<file path="src/rtl/sldf_pkg.sv">
// shared types and constants for the sync/length/checksum deframer
`default_nettype none
package sldf_pkg;

    localparam logic [7:0]  SYNC_BYTE      = 8'h0a;
    localparam logic [8:0]  HEADER_BYTES   = 9'd2;
    localparam logic [15:0] TIMEOUT_RESET  = 16'd1000;
    localparam logic [15:0] IDLE_MAX       = 16'hffff;

    localparam logic       KIND_BYTE = 1'b0;
    localparam logic       KIND_TICK = 1'b1;
    localparam logic       OUT_BYTE  = 1'b0;
    localparam logic       OUT_STAT  = 1'b1;

    localparam logic [1:0] ST_OK          = 2'd0;
    localparam logic [1:0] ST_CSUM_ERR    = 2'd1;
    localparam logic [1:0] ST_TO_HUNT     = 2'd2;
    localparam logic [1:0] ST_TO_PACKET   = 2'd3;

    typedef enum logic [2:0] {
        PH_SYNC0   = 3'd0,
        PH_SYNC1   = 3'd1,
        PH_IFACE   = 3'd2,
        PH_LEN     = 3'd3,
        PH_PAYLOAD = 3'd4,
        PH_CHECK   = 3'd5
    } t_phase;

    typedef struct packed {
        logic       kind;
        logic [7:0] rx_byte;
    } t_in_item;

    typedef struct packed {
        logic       out_kind;
        logic [7:0] out_byte;
        logic [8:0] byte_index;
        logic [1:0] status;
        logic [8:0] packet_length;
    } t_out_item;

    typedef struct packed {
        logic      valid;
        t_out_item item;
    } t_front_req;

endpackage
`default_nettype wire

</file>
<file path="src/rtl/sldf_front.sv">
// front part: takes bytes and ticks, tracks the framing phase, emits requests
`default_nettype none
module sldf_front (
    input  wire logic               i_clk,
    input  wire logic               i_rst_n,
    input  wire logic               i_accept,
    input  wire sldf_pkg::t_in_item i_item,
    input  wire logic               i_cfg_wr_en,
    input  wire logic [15:0]        i_cfg_wr_data,
    output sldf_pkg::t_front_req    o_req
);

    sldf_pkg::t_phase r_phase, n_phase;
    logic [7:0]  r_sum, n_sum;
    logic [7:0]  r_len, n_len;
    logic [8:0]  r_taken, n_taken;
    logic [15:0] r_idle, n_idle;
    logic [15:0] r_timeout_ticks;

    logic [15:0] w_idle_inc;
    logic        w_timeout;
    logic        w_is_tick;
    logic        w_hunting;
    logic [8:0]  w_taken_inc;
    logic [8:0]  w_frame_len;
    logic [7:0]  w_b;

    assign w_b         = i_item.rx_byte;
    assign w_is_tick   = (i_item.kind == sldf_pkg::KIND_TICK);
    assign w_idle_inc  = (r_idle == sldf_pkg::IDLE_MAX) ? r_idle : r_idle + 16'd1;
    assign w_timeout   = (w_idle_inc >= r_timeout_ticks);
    assign w_hunting   = (r_phase == sldf_pkg::PH_SYNC0) || (r_phase == sldf_pkg::PH_SYNC1);
    assign w_taken_inc = r_taken + 9'd1;
    assign w_frame_len = sldf_pkg::HEADER_BYTES + {1'b0, r_len};

    // next phase
    always_comb begin
        n_phase = r_phase;
        if (i_accept) begin
            if (w_is_tick) begin
                if (w_timeout) begin
                    n_phase = sldf_pkg::PH_SYNC0;
                end
            end else begin
                unique case (r_phase)
                    sldf_pkg::PH_SYNC0: begin
                        n_phase = (w_b == sldf_pkg::SYNC_BYTE) ? sldf_pkg::PH_SYNC1
                                                               : sldf_pkg::PH_SYNC0;
                    end
                    sldf_pkg::PH_SYNC1: begin
                        n_phase = (w_b == sldf_pkg::SYNC_BYTE) ? sldf_pkg::PH_IFACE
                                                               : sldf_pkg::PH_SYNC0;
                    end
                    sldf_pkg::PH_IFACE: begin
                        n_phase = sldf_pkg::PH_LEN;
                    end
                    sldf_pkg::PH_LEN: begin
                        n_phase = (w_b == 8'd0) ? sldf_pkg::PH_CHECK : sldf_pkg::PH_PAYLOAD;
                    end
                    sldf_pkg::PH_PAYLOAD: begin
                        n_phase = (w_taken_inc >= w_frame_len) ? sldf_pkg::PH_CHECK
                                                               : sldf_pkg::PH_PAYLOAD;
                    end
                    sldf_pkg::PH_CHECK: begin
                        n_phase = sldf_pkg::PH_SYNC0;
                    end
                    default: begin
                        n_phase = sldf_pkg::PH_SYNC0;
                    end
                endcase
            end
        end
    end

    // datapath and request
    always_comb begin
        n_sum   = r_sum;
        n_len   = r_len;
        n_taken = r_taken;
        n_idle  = r_idle;
        o_req   = '0;
        if (i_accept) begin
            if (w_is_tick) begin
                n_idle = w_idle_inc;
                if (w_timeout) begin
                    n_sum              = 8'd0;
                    n_len              = 8'd0;
                    n_taken            = 9'd0;
                    n_idle             = 16'd0;
                    o_req.valid        = 1'b1;
                    o_req.item.out_kind = sldf_pkg::OUT_STAT;
                    o_req.item.status  = w_hunting ? sldf_pkg::ST_TO_HUNT
                                                   : sldf_pkg::ST_TO_PACKET;
                end
            end else begin
                n_idle = 16'd0;
                unique case (r_phase)
                    sldf_pkg::PH_IFACE: begin
                        n_sum                 = w_b;
                        n_taken               = 9'd1;
                        o_req.valid           = 1'b1;
                        o_req.item.out_kind   = sldf_pkg::OUT_BYTE;
                        o_req.item.out_byte   = w_b;
                        o_req.item.byte_index = 9'd0;
                    end
                    sldf_pkg::PH_LEN: begin
                        n_sum                 = r_sum + w_b;
                        n_len                 = w_b;
                        n_taken               = sldf_pkg::HEADER_BYTES;
                        o_req.valid           = 1'b1;
                        o_req.item.out_kind   = sldf_pkg::OUT_BYTE;
                        o_req.item.out_byte   = w_b;
                        o_req.item.byte_index = 9'd1;
                    end
                    sldf_pkg::PH_PAYLOAD: begin
                        n_sum                 = r_sum + w_b;
                        n_taken               = w_taken_inc;
                        o_req.valid           = 1'b1;
                        o_req.item.out_kind   = sldf_pkg::OUT_BYTE;
                        o_req.item.out_byte   = w_b;
                        o_req.item.byte_index = r_taken;
                    end
                    sldf_pkg::PH_CHECK: begin
                        n_sum               = 8'd0;
                        n_len               = 8'd0;
                        n_taken             = 9'd0;
                        o_req.valid         = 1'b1;
                        o_req.item.out_kind = sldf_pkg::OUT_STAT;
                        if (w_b == r_sum) begin
                            o_req.item.status        = sldf_pkg::ST_OK;
                            o_req.item.packet_length = w_frame_len;
                        end else begin
                            o_req.item.status        = sldf_pkg::ST_CSUM_ERR;
                        end
                    end
                    default: begin
                        // hunting phases only move the phase
                    end
                endcase
            end
        end
    end

    always_ff @(posedge i_clk) begin
        if (!i_rst_n) begin
            r_phase         <= sldf_pkg::PH_SYNC0;
            r_sum           <= 8'd0;
            r_len           <= 8'd0;
            r_taken         <= 9'd0;
            r_idle          <= 16'd0;
            r_timeout_ticks <= sldf_pkg::TIMEOUT_RESET;
        end else begin
            r_phase <= n_phase;
            r_sum   <= n_sum;
            r_len   <= n_len;
            r_taken <= n_taken;
            r_idle  <= n_idle;
            if (i_cfg_wr_en) begin
                r_timeout_ticks <= i_cfg_wr_data;
            end
        end
    end

endmodule
`default_nettype wire

</file>
<file path="src/rtl/sldf_queue.sv">
// back part: result queue with a registered head that drives the result ports
`default_nettype none
module sldf_queue #(
    parameter int DEPTH = 4
) (
    input  wire logic                 i_clk,
    input  wire logic                 i_rst_n,
    input  wire sldf_pkg::t_front_req i_req,
    input  wire logic                 i_pop,
    output logic                      o_full,
    output logic                      o_empty,
    output sldf_pkg::t_out_item       o_head
);

    localparam int PW = (DEPTH > 1) ? $clog2(DEPTH) : 1;
    localparam int CW = $clog2(DEPTH + 1);
    localparam logic [PW-1:0] LAST_PTR = PW'(DEPTH - 1);
    localparam logic [CW-1:0] FULL_CNT = CW'(DEPTH);

    sldf_pkg::t_out_item r_mem [DEPTH];
    sldf_pkg::t_out_item r_head;
    logic                r_head_valid;
    logic [PW-1:0]       r_wr_ptr, r_rd_ptr;
    logic [CW-1:0]       r_cnt;

    logic w_head_free;
    logic w_mem_nonempty;
    logic w_take_mem;
    logic w_push_head;
    logic w_push_mem;

    assign o_full         = (r_cnt == FULL_CNT);
    assign o_empty        = !r_head_valid;
    assign o_head         = r_head;
    assign w_head_free    = !r_head_valid || i_pop;
    assign w_mem_nonempty = (r_cnt != '0);
    assign w_take_mem     = w_head_free && w_mem_nonempty;
    // bypass straight into the head when nothing older waits
    assign w_push_head    = i_req.valid && w_head_free && !w_mem_nonempty;
    assign w_push_mem     = i_req.valid && !w_push_head;

    always_ff @(posedge i_clk) begin
        if (w_push_mem) begin
            r_mem[r_wr_ptr] <= i_req.item;
        end
        if (w_take_mem) begin
            r_head <= r_mem[r_rd_ptr];
        end else if (w_push_head) begin
            r_head <= i_req.item;
        end
    end

    always_ff @(posedge i_clk) begin
        if (!i_rst_n) begin
            r_head_valid <= 1'b0;
            r_wr_ptr     <= '0;
            r_rd_ptr     <= '0;
            r_cnt        <= '0;
        end else begin
            if (w_head_free) begin
                r_head_valid <= w_take_mem || w_push_head;
            end
            if (w_push_mem) begin
                r_wr_ptr <= (r_wr_ptr == LAST_PTR) ? '0 : r_wr_ptr + PW'(1);
            end
            if (w_take_mem) begin
                r_rd_ptr <= (r_rd_ptr == LAST_PTR) ? '0 : r_rd_ptr + PW'(1);
            end
            priority if (w_push_mem && !w_take_mem) begin
                r_cnt <= r_cnt + CW'(1);
            end else if (w_take_mem && !w_push_mem) begin
                r_cnt <= r_cnt - CW'(1);
            end
        end
    end

endmodule
`default_nettype wire

</file>
<file path="src/rtl/sync_length_checksum_deframer_top.sv">
// top level of the sync/length/checksum deframer
//
// channel   direction  handshake           payload
// input     in         push / full         i_item   (kind, rx_byte)
// result    out        empty / pop         o_result (out_kind .. packet_length)
// config    in         i_cfg_wr_en         i_cfg_wr_data (timeout_ticks)
//
// one item accepted per cycle unless full; its result, if any, shows on the
// next cycle when no older result waits, otherwise behind the older ones in order
// full rises once QUEUE_DEPTH results wait behind the result register
// pop and push may fire in the same cycle
// synchronous reset clears phase, counters and queue; timeout_ticks returns to 1000
`default_nettype none
module sync_length_checksum_deframer_top #(
    parameter int QUEUE_DEPTH = 4
) (
    input  wire logic               i_clk,
    input  wire logic               i_rst_n,
    input  wire logic               push,
    output logic                    full,
    input  wire sldf_pkg::t_in_item i_item,
    output logic                    empty,
    input  wire logic               pop,
    output sldf_pkg::t_out_item     o_result,
    input  wire logic               i_cfg_wr_en,
    input  wire logic [15:0]        i_cfg_wr_data
);

    sldf_pkg::t_front_req w_req;
    logic                 w_accept;

    assign w_accept = push && !full;

    sldf_front u_front (
        .i_clk         (i_clk),
        .i_rst_n       (i_rst_n),
        .i_accept      (w_accept),
        .i_item        (i_item),
        .i_cfg_wr_en   (i_cfg_wr_en),
        .i_cfg_wr_data (i_cfg_wr_data),
        .o_req         (w_req)
    );

    sldf_queue #(
        .DEPTH (QUEUE_DEPTH)
    ) u_queue (
        .i_clk   (i_clk),
        .i_rst_n (i_rst_n),
        .i_req   (w_req),
        .i_pop   (pop),
        .o_full  (full),
        .o_empty (empty),
        .o_head  (o_result)
    );

endmodule
`default_nettype wire

</file>
<file path="config.mk">
export PLATFORM = sky130hd
export DESIGN_NAME = sync_length_checksum_deframer_top
export DESIGN_NICKNAME = d
export VERILOG_FILES = /design/src/rtl/sldf_pkg.sv /design/src/rtl/sldf_front.sv /design/src/rtl/sldf_queue.sv /design/src/rtl/sync_length_checksum_deframer_top.sv
export SDC_FILE = /design/constraint.sdc
export NUM_CORES = 1
export LEC_CHECK = 0
export BUFFER_PORTS_ARGS = -buffer_cell sky130_fd_sc_hd__buf_2
export CELL_PAD_IN_SITES_DETAIL_PLACEMENT = 1
export CELL_PAD_IN_SITES_GLOBAL_PLACEMENT = 1
export CORE_ASPECT_RATIO = 1.25
export CORE_MARGIN = 1.5
export CORE_UTILIZATION = 35
export DETAILED_ROUTE_END_ITERATION = 8
export PLACE_DENSITY_LB_ADDON = 0.2
export SLEW_MARGIN = 30
export SYNTH_ARGS = -nofsm -noshare
export SYNTH_HDL_FRONTEND = slang
export SYNTH_SLANG_ARGS = --single-unit
</file>
<file path="constraint.sdc">
create_clock -name i_clk -period 4.7 [get_ports i_clk]
set_input_delay 0.235 -clock i_clk [delete_from_list [all_inputs] [get_ports i_clk]]
set_output_delay 0.235 -clock i_clk [all_outputs]
set_load 0.01 [all_outputs]
</file>
==> impl_metrics.env <==
export IMPL_drc=0
export IMPL_async_reset_ff_share_pct=0
export IMPL_path_cells="and3_2 -> and4_4 -> and4_4 -> and4_1 -> mux2_2 -> ha_1 -> nand3_1 -> or3_1 -> o21ai_2 -> o21ba_1 -> nand2_1 -> fa_1 -> or3_1 -> mux2i_1 -> mux2i_1"
export IMPL_wl_mm=24.7
export IMPL_arrival_ns=4.76
export IMPL_cts_root_buf="clkbuf_16"
export IMPL_synth_common_cells="145 x edfxtp_1, 76 x nand2_1, 70 x dfxtp_1, 61 x nor2_1, 40 x ha_1"
export IMPL_synth_largest_area_cell="edfxtp_1"
export IMPL_insertion_delay_ns=0.51
export IMPL_ant_nets=0
export IMPL_hold_class="in2reg"
export IMPL_via_per_inst=5.34
export IMPL_synth_cell_types=69
export IMPL_p_seq_share_pct=43.0
export IMPL_setup_viol=0
export IMPL_ys_seq_area_share_pct=57.0
export IMPL_drive_gt1_share_pct=19.0
export IMPL_tightestPinTransition_ns=0.921
export IMPL_cts_tree="yes"
export IMPL_ys_ff_latch=215
export IMPL_fin_skew_ns=0.00938
export IMPL_cts_resized=0
export IMPL_synth_edf_count=145
export IMPL_areaGrowthSynthToFinish_pct=16.5
export IMPL_die_h_microns=193
export IMPL_sw_frac_of_total_pct=28.4
export IMPL_grt_pass1_vias=7169
export IMPL_cts_hold_buffers=16
export IMPL_synthesis_nets=884
export IMPL_cp_required_ns=5.14
export IMPL_vias=6722
export IMPL_tns_ns=0
export IMPL_pwr_density_cell_nw_per_um2=465
export IMPL_fin_crit_sh_pct=91.9
export IMPL_power_share_clock_pct=32.7
export IMPL_relSlewSlack_pct=38.6
export IMPL_internal_power_uw=3920
export IMPL_antenna_found_initial=0
export IMPL_peakVddDrop_mv=0.246
export IMPL_htreeDepth=1
export IMPL_globalRoute_totalOverflow=0
export IMPL_yosys_area_top_type_share_pct=43.1
export IMPL_maxCapViolations=0
export IMPL_synth_area_leaders="edfxtp_1 43%, dfxtp_1 14%, mux4_2 6.5%"
export IMPL_leakagePower_uw=0.00437
export IMPL_post_cts_buffers=0
export IMPL_post_route_min_period_ns=4.32
export IMPL_ff2ff_setup_slack_ns=0.38
export IMPL_die_area_sq_um=29900
export IMPL_first_iter_violations=294
export IMPL_routedWlPerCell_microns=19.6
export IMPL_status="finished clean"
export IMPL_cp_start_kind="flop"
export IMPL_crit_type="reg2reg"
export IMPL_fmax_ghz=0.231
export IMPL_utilization_pct=41.4
export IMPL_cts_sinks=215
export IMPL_syn_area_sq_um=10100
export IMPL_grt_pass1_wl_mm=39.5
export IMPL_gp_congestion=0.758
export IMPL_grt_max_degree=48
export IMPL_drt_pass1_iterations=4
export IMPL_syn_area_per_cell_sq_um=12.4
export IMPL_wl_met3_microns=958
export IMPL_dp_hpwl_mm=16.7
export IMPL_fp_row_count=69
export IMPL_drt_met1_wl_mm=10.1
export IMPL_p_sw_uw=1560
export IMPL_numPortBuffers=60
export IMPL_num_antenna_cells=0
export IMPL_clockBufferDepth=3
export IMPL_clkSlewWorstSetupHoldPaths_ns=0.06
export IMPL_finalNetCount=962
export IMPL_p_comb_share_pct=24.3
export IMPL_crit_buf_inv=0
export IMPL_fp_coreArea_sq_um=28400
export IMPL_crit_path_end_kind="flop"
export IMPL_wl_met2_mm=13.0
export IMPL_cpMaxStageDelayCell="dfxtp_1"
export IMPL_cp_top_family="simple AND/OR/NAND/NOR gates"
export IMPL_ys_flop_type="edfxtp_1"
export IMPL_slew_violations=0
export IMPL_initial_core_util_pct=35.6
export IMPL_synth_most_common_cell="edfxtp_1"
export IMPL_rsz0062_at_grt="false"
export IMPL_syn_inst=812
export IMPL_path_max_fanout=8
export IMPL_slowest_delay_ns=0.45
export IMPL_cts_made_buffers=23
export IMPL_top_layer="met4"
export IMPL_grt_use_total_pct=17.1
export IMPL_synth_warnings=0
export IMPL_io_pins=61
export IMPL_dieWidth_microns=155
export IMPL_hold_violations=0
-- power by group through the flow --
stage,Combinational [uW],Clock [uW],Sequential (uW)
4_1_cts,1380,1840,2360
5_1_grt,1480,1890,2380
3_5_place_dp,1370,0,2400
6_report,1330,1790,2350
3_3_place_gp,1340,0,2400
2_1_floorplan,827,0,2470
-- placed cells by master (no fill, tap or decap), types with 11 or more instances in the layout --
cell type	count
a21oi_1	33
and2_1	16
and3_1	14
buf_2	60
buf_4	11
clkbuf_16	23
dfxtp_1	69
dlygate4sd3_1	16
edfxtp_1	145
ha_1	40
inv_1	29
mux2_2	21
mux2i_1	21
mux4_2	29
nand2_1	76
nand3_1	25
nor2_1	60
nor3_1	14
o21ai_0	12
o31ai_1	12
xnor2_1	17
xor2_1	11
-- state kept, by name, indices dropped and copies added (netlist names), named ones only --
| name | cells |
|---|---|
| u_front.r_phase | 3 |
| u_front.r_taken | 9 |
| u_front.r_timeout_ticks | 16 |
| u_queue.r_head_valid | 1 |
| u_queue.r_rd_ptr | 2 |
| u_front.r_sum | 8 |
| u_queue.r_wr_ptr | 2 |
| u_queue.o_head | 29 |
| u_front.r_len | 8 |
| u_queue.r_cnt | 3 |
| u_front.r_idle | 16 |
| u_queue.r_mem | 116 |
-- routing by layer --
layer,global-route usage [%],vias to the layer above
met4,5.18,0
met5,0,-
met2,32.7,119
li1,-,3212
met3,2.37,43
met1,19.7,3348
-- worst reg2reg max path, delay by kind of cell (launching register included) --
kind,cells,cell delay (ns)
and+or+nand+nor,8,1.94
AOI/OAI and AO/OA,2,0.44
DFF,1,0.45
adders and majority gates,2,0.69
muxes,3,0.71
-- logic make-up after synthesis --
kind of cell | after synthesis | share of synthesized area, %
buf+inv | 70 | 2.75
fa+ha+maj | 42 | 5.35
simple gates | 249 | 11.9
xor+xnor | 28 | 2.43
compound gates | 137 | 9.76
mux | 71 | 10.9
flops | 215 | 57.0
-- path summary, 6_finish.rpt --
path,start,to,cells after the start
worst max-delay path,u_front.r_idle[3],u_queue.r_cnt[2],15
worst min register to register,u_front.r_sum[2],u_front.r_sum[2],2
worst max register to register,u_front.r_idle[3],u_queue.r_cnt[2],15
worst min-delay path,i_item[5],u_front.r_len[5],2
-- area by class of cell --
| cell class | instances | area, sq um |
|---|---|---|
| clock buffers | 24 | 579 |
| clock inverters | 14 | 143 |
| fillers | 2970 | 16600 |
| inverters | 31 | 116 |
| multi-input cells | 527 | 4090 |
| flip-flops and latches | 215 | 5760 |
| well taps | 355 | 444 |
| repair buffers | 92 | 638 |
-- through the flow --
| stage | setup WS (ns) | cell area [sq um] | instances | total power, uW | hold slack, ns |
|---|---|---|---|---|---|
| after CTS | 0.355 | 11800 | 1258 | 5570 | 0.0529 |
| after floorplan | 0.322 | 10100 | 812 | 3290 | 0.361 |
| after global placement | 0.344 | 10900 | 1203 | 3730 | 0.449 |
| after global routing | 0.0985 | 11800 | 1258 | 5750 | 0.0573 |
| after detailed placement | 0.373 | 10900 | 1204 | 3760 | 0.459 |
| final | 0.380 | 11800 | 1258 | 5470 | 0.0626 |
Power figures use the tool's default switching activity.
